## config.mk

```make
export PLATFORM = sky130hd
export DESIGN_NAME = set_ctrl
export DESIGN_NICKNAME = d
export VERILOG_FILES = /design/src/rtl/set_pkg.sv /design/src/rtl/set_ctrl.sv
export VERILOG_INCLUDE_DIRS = /design/src /design/src/rtl
export SDC_FILE = /design/constraint.sdc
export NUM_CORES = 1
export LEC_CHECK = 0
export ABC_AREA = 1
export ABC_CLOCK_PERIOD_IN_PS = 1520
export BUFFER_PORTS_ARGS = -buffer_cell sky130_fd_sc_hd__buf_2
export CORE_AREA = 5 5 42 44
export CTS_BUF_LIST = sky130_fd_sc_hd__clkbuf_4 sky130_fd_sc_hd__clkbuf_8
export CTS_CLUSTER_SIZE = 12
export DETAILED_ROUTE_END_ITERATION = 6
export DIE_AREA = 0 0 47 49
export GPL_TIMING_DRIVEN = 0
export PLACE_DENSITY = 0.6
export SKIP_CTS_REPAIR_TIMING = 1
export SYNTH_ARGS = -nofsm -noshare
export SYNTH_HDL_FRONTEND = slang
export SYNTH_SLANG_ARGS = --single-unit
```

## constraint.sdc

```tcl
create_clock -name clk -period 1.52 [get_ports clk]
set_clock_uncertainty 0.15 [all_clocks]
set_input_delay 0.076 -clock clk [delete_from_list [all_inputs] [get_ports clk]]
set_output_delay 0.076 -clock clk [all_outputs]
set_load 0.05 [all_outputs]
```

## src/rtl/assert_macros.svh

```systemverilog
// Assertion macros shared by the RTL files.
`ifndef ASSERT_MACROS_SVH
`define ASSERT_MACROS_SVH
`ifndef ASSERT_OFF
`define ASSERT_IMPL(label, clk, rst_n, prop) \
	label: assert property (@(posedge clk) disable iff (!rst_n) prop) \
		else $error("assertion failed");
`define ASSERT_NEXT(label, clk, rst_n, ante, cons) \
	label: assert property (@(posedge clk) disable iff (!rst_n) (ante) |=> (cons)) \
		else $error("assertion failed");
`else
`define ASSERT_IMPL(label, clk, rst_n, prop)
`define ASSERT_NEXT(label, clk, rst_n, ante, cons)
`endif
`endif

```

## src/rtl/set_pkg.sv

```systemverilog
`default_nettype none
package set_pkg;
	localparam int unsigned NumActionsDef = 16;
	localparam int unsigned NumFeaturesDef = 4096;
	localparam int unsigned TraceW = 16;
	localparam int unsigned CountW = 13;
	localparam logic [15:0] TraceOne = 16'd4096;
	localparam logic [15:0] TraceMax = 16'hFFFF;
	localparam logic [12:0] CountMax = 13'h1FFF;
	localparam logic [15:0] DecayRst = 16'd62259;
	localparam logic [15:0] ThreshRst = 16'd41;
	localparam int unsigned CfgIdxW = 2;
	localparam logic [1:0] RegDecay = 2'd0;
	localparam logic [1:0] RegThresh = 2'd1;
	localparam logic [1:0] RegAccum = 2'd2;

	typedef enum logic [3:0] {
		ST_CLEAR,
		ST_IDLE,
		ST_DCNT,
		ST_DLIST,
		ST_DTRACE,
		ST_DMUL,
		ST_DWRITE,
		ST_DNEXT,
		ST_UREAD,
		ST_UWAIT,
		ST_UWRITE,
		ST_OUT
	} state_t;

	typedef struct packed {
		logic clr_step;
		logic act_inc;
		logic cnt_load;
		logic list_rd;
		logic trace_rd;
		logic mul;
		logic dec_write;
		logic dec_next;
		logic cnt_store;
		logic upd_rd;
		logic upd_write;
		logic out_load;
	} cmd_t;

	typedef struct packed {
		logic clr_done;
		logic act_last;
		logic list_done;
		logic out_full;
	} status_t;
endpackage
`default_nettype wire

```

## src/rtl/set_ctrl.sv

```systemverilog
`default_nettype none
`include "assert_macros.svh"
module set_ctrl (
	input wire logic clk,
	input wire logic arst_n,
	input wire logic in_valid,
	input wire logic in_first,
	output logic in_ready,
	input wire set_pkg::status_t sts,
	output set_pkg::cmd_t cmd
);
	set_pkg::state_t state_q, state_d;

	always_ff @(posedge clk or negedge arst_n) begin
		if (!arst_n) begin
			state_q <= set_pkg::ST_CLEAR;
		end else begin
			state_q <= state_d;
		end
	end

	always_comb begin
		state_d = state_q;
		case (state_q)
			set_pkg::ST_CLEAR: if (sts.clr_done) state_d = set_pkg::ST_IDLE;
			set_pkg::ST_IDLE: begin
				if (in_valid && !sts.out_full)
					state_d = in_first ? set_pkg::ST_DCNT : set_pkg::ST_UREAD;
			end
			set_pkg::ST_DCNT: state_d = set_pkg::ST_DLIST;
			set_pkg::ST_DLIST: begin
				if (sts.list_done) begin
					state_d = sts.act_last ? set_pkg::ST_UREAD : set_pkg::ST_DCNT;
				end else begin
					state_d = set_pkg::ST_DTRACE;
				end
			end
			set_pkg::ST_DTRACE: state_d = set_pkg::ST_DMUL;
			set_pkg::ST_DMUL: state_d = set_pkg::ST_DWRITE;
			set_pkg::ST_DWRITE: state_d = set_pkg::ST_DNEXT;
			set_pkg::ST_DNEXT: state_d = set_pkg::ST_DLIST;
			set_pkg::ST_UREAD: state_d = set_pkg::ST_UWAIT;
			set_pkg::ST_UWAIT: state_d = set_pkg::ST_UWRITE;
			set_pkg::ST_UWRITE: state_d = set_pkg::ST_OUT;
			set_pkg::ST_OUT: state_d = set_pkg::ST_IDLE;
			default: state_d = set_pkg::ST_IDLE;
		endcase
	end

	always_comb begin
		cmd = '0;
		in_ready = 1'b0;
		case (state_q)
			set_pkg::ST_IDLE: begin
				in_ready = !sts.out_full;
				cmd.clr_step = in_valid && !sts.out_full;
			end
			set_pkg::ST_DCNT: cmd.cnt_load = 1'b1;
			set_pkg::ST_DLIST: begin
				cmd.list_rd = !sts.list_done;
				cmd.cnt_store = sts.list_done;
				cmd.act_inc = sts.list_done;
			end
			set_pkg::ST_DTRACE: cmd.trace_rd = 1'b1;
			set_pkg::ST_DMUL: cmd.mul = 1'b1;
			set_pkg::ST_DWRITE: cmd.dec_write = 1'b1;
			set_pkg::ST_DNEXT: cmd.dec_next = 1'b1;
			set_pkg::ST_UREAD: cmd.upd_rd = 1'b1;
			set_pkg::ST_UWRITE: cmd.upd_write = 1'b1;
			set_pkg::ST_OUT: cmd.out_load = 1'b1;
			default: cmd = '0;
		endcase
	end

	`ASSERT_NEXT(a_out_idle, clk, arst_n, state_q == set_pkg::ST_OUT, state_q == set_pkg::ST_IDLE)
	`ASSERT_IMPL(a_ready_idle, clk, arst_n, in_ready |-> state_q == set_pkg::ST_IDLE)
	`ASSERT_NEXT(a_write_out, clk, arst_n, state_q == set_pkg::ST_UWRITE,
		state_q == set_pkg::ST_OUT)
endmodule
`default_nettype wire

```

---- Word level (Yosys, flattened, before mapping) ----
Index checks and enable logic that the tools add are counted.
storage, ports and cells
  register bits ........................... 4
  output and inout bits ................... 13
operators by class
  reduce and logical (&&, ||, !) cells .... 6
  mux-type cells .......................... 18
  equality and inequality tests ........... 13
operators by type and width
  cell                number
  $pmux 4 s10         1
  $mux 4              5
  $eq 4x3->1 const B  4
  $eq 4x4->1 const B  4
  $mux 1              12
  $eq 4x2->1 const B  2
  $eq 4x1->1 const B  1
  $logic_not 4->1     1
  $ne 2x2->1 const B  2
  $logic_not 1->1     2
  $reduce_and 2->1    1
  $reduce_or 2->1     1
  $logic_and 1x1->1   1

---- Longest topological paths before layout ----
  depth after elaboration ................. 4
  gate-level depth with buffers ........... 7

---- Worst setup path before layout ----
No wires, ideal clock.
  path kind ............................... reg-to-output
  start ................................... reg state_q[3]
  end ..................................... out cmd[10] (netlist name)
  data arrival time ....................... 1.761 ns
  cell stages (with the launch flop) ...... 6
  path buffers ............................ 2
  setup slack ............................. -0.467 ns
  path through ............................ dfrtp_1 > buf_4 > nor2_4 > nand2_1 > nor2_1 > buf_4
RTL lines
  element                   line            RTL
  start: declaration        set_ctrl.sv:12  set_pkg::state_t state_q, state_d;
  start signal: assignment  set_ctrl.sv:16  state_q <= set_pkg::ST_CLEAR;
  start signal: assignment  set_ctrl.sv:18  state_q <= state_d;
  end: declaration          set_ctrl.sv:10  output set_pkg::cmd_t cmd

==> impl_metrics.json <==
{
  "outcome": "finished with violations",
  "violations": "negative setup slack",
  "globalRouteTotalUtil_pct": 9.32,
  "ys_types": 16,
  "place_congestion": 0.718,
  "synthTopCellsByArea": "dfrtp_1 27%, nand2_1 15%, nor2_1 13%",
  "layout_setup_ws_ns": -0.0536,
  "max_stage_delay_ns": 0.47,
  "synth_xor_area_share_pct": 0,
  "synth_edf_count": 0,
  "muxShareOfSynthArea_pct": 0,
  "ios": 21,
  "cts_tree": "done",
  "nFillCells": 140,
  "crit_cells": 6,
  "reg2reg_to": "state_q[3]",
  "critPathMaxFanout": 7,
  "cp.required_ns": 1.29,
  "synth_common_cells": "15 x nand2_1, 13 x nor2_1, 6 x inv_1, 6 x nand3_1, 4 x dfrtp_1",
  "final_hold_viol_count": 0,
  "dp_slack_ns": 0.0114,
  "clock_sinks": 4,
  "crit_type": "reg2out",
  "register_area_um2": 104,
  "holdWs_ns": 0.0132,
  "maxSlewViolCount": 0,
  "relSlewSlack_pct": 86.3,
  "timing.critical_path.buf_inv": 3,
  "syn_nets": 69,
  "fin_crit_sh_pct": 104,
  "yosysWarnings": 0,
  "grt_pass1_wl_um": 1600,
  "vias": 456,
  "post-synth-top-area-fraction_pct": 26.8,
  "diodes": 0,
  "p_per_area_nw_per_um2": 1930,
  "syn_inst": 61,
  "power_leakage_uw": 0.000373,
  "min_path_cells": 4,
  "drv_cap": 0,
  "synth_compound_area_share_pct": 8.72,
  "reg2reg_slack_ns": 0.15,
  "setup_violations": 6,
  "worst_pin_slew_ns": 0.206,
  "synth_area_um2": 373,
  "numCtsBuffers": 3,
  "hold_path.class": "in2reg",
  "ys_seq_area_share_pct": 26.8,
  "synthAdderAreaFrac_pct": 0,
  "synth_top_flop_cell": "dfrtp_1",
  "synth_top_family_by_area": "simple AND/OR/NAND/NOR gates",
  "fin_cells": 106,
  "nNetsFinal": 100,
  "drive_gt1_share_pct": 56.7,
  "period_needed_ns": 1.57,
  "grt_pass1_vias": 402,
  "cp-start-kind": "flip-flop",
  "synth-simple-area-share_pct": 51.3,
  "h-tree-depth": 1,
  "dp_hpwl_um": 766,
  "path_delay_family": "flip-flops",
  "root_buffer": "clkbuf_4",
  "die_h_um": 49,
  "core_um2": 1400,
  "dp.cells": 97,
  "syn_area_per_cell_um2": 6.11,
  "crit_path_end_kind": "output pin",
  "drt-pass1-iter-count": 3,
  "area_growth_pct": 98.3,
  "clockBufferDepth": 2,
  "top_register": "state_q",
  "dr.first_iter.drc_count": 10,
  "multiInputGateArea_um2": 290,
  "cp_cell_sequence": "nand2_4, inv_4, nand2_2, nor2_2, buf_4, buf_8",
  "clk_latency_ns": 0.23,
  "die_area_um2": 2300,
  "r2r_cells": 9,
  "rsz0062_at_grt": "true",
  "worstHoldEndpoint": "state_q[1]",
  "drc": 0,
  "numPortBuffers": 20,
  "slowest_stage": "dfrtp_2",
  "start_util_pct": 26.6,
  "post_drt_wl_per_cell_um": 10.1,
  "drtAntennaViolNets": 0,
  "worstReg2RegStart": "state_q[3]",
  "final.setup.tns_ns": -0.170,
  "antenna_found_initial": 0,
  "critical_path_arrival_ns": 1.35,
  "ir_drop_uv": 828,
  "overflow": 0,
  "synth-seq-cells": 4,
  "async_flop_share_pct": 100,
  "worst_hold_startpoint": "sts[2]",
  "vias_per_cell": 4.30,
  "clkTransAtPathRegs_ns": 0.04,
  "core.rowCount": 14,
  "largest_registers": "state_q: 4 flops",
  "synth_top_area_cell": "dfrtp_1",
  "die_w_um": 47,
  "routed_wl_um": 1070,
  "grt_max_degree": 10,
  "synth.most_common_cell": "nand2_1",
  "fmax_mhz": 635,
  "largest_reg_flops": 4
}
-- logic make-up after synthesis --
kind of cell	after synthesis
buf+inv	11
simple gates	41
compound gates	5
flops	4
-- worst max-delay path by stage --
stage,start,endpoint,slack [ns]
floorplan,state_q[3],cmd[10],-0.21
global placement,state_q[1],cmd[10],0.02
detailed placement,state_q[1],cmd[10],0.01
CTS,state_q[1],cmd[10],-0.24
global route,state_q[1],cmd[10],-0.14
finish,state_q[1],cmd[10],-0.05
-- area by class of cell --
| type | instances | share of cell area, % |
|---|---|---|
| inverter | 9 | 4.91 |
| buffer | 2 | 2.54 |
| tap | 16 | 2.71 |
| timing repair buffer | 26 | 33.5 |
| multi-input combinational | 46 | 39.3 |
| sequential | 4 | 14.0 |
| clock buffer | 3 | 3.05 |
-- report_power, final --
part / internal (uW) / total (uW) / switching, uW
clock network: 88.2 / 129 / 40.9
logic: 418 / 1060 / 641
registers: 159 / 240 / 81.3
-- per-layer routing --
layer	vias to the layer above	GRT usage [%]	share of wire [%]	routed length [um]
li1	249	-	-	-
met1	194	12.2	41	435
met2	13	13.8	53	568
met3	0	1.48	6.1	65
met4	0	5.53	0	0
met5	-	0	0	0
-- metrics by stage --
step	util, %	instance area [um2]	power, uW
detailed placement	37.1	519	987
floorplan	-	399	840
CTS	38.7	542	1120
finish	52.8	739	1430
global placement	37.1	519	982
global route	52.8	739	1550
-- worst register-to-register path: stages (launching register included) --
cell and delay [ns]:
dfrtp_1 0.36, buf_6 0.14, nor2_4 0.12, buf_12 0.12, buf_4 0.10, nand3b_1 0.08
nand2_1 0.07, inv_1 0.03, nand2_1 0.05, inv_1 0.03
-- placed cells by master, fill, tap and decap left out, types with 3 or more instances in the layout --
| cell type | instances |
|---|---|
| buf_2 | 7 |
| buf_4 | 4 |
| buf_6 | 9 |
| buf_8 | 3 |
| clkbuf_4 | 5 |
| dfrtp_2 | 3 |
| inv_1 | 6 |
| nand2_1 | 13 |
| nand3_1 | 6 |
| nor2_1 | 5 |
| nor2_2 | 4 |
| nor2_4 | 5 |
Note: power is estimated with default switching activity, not from simulation.
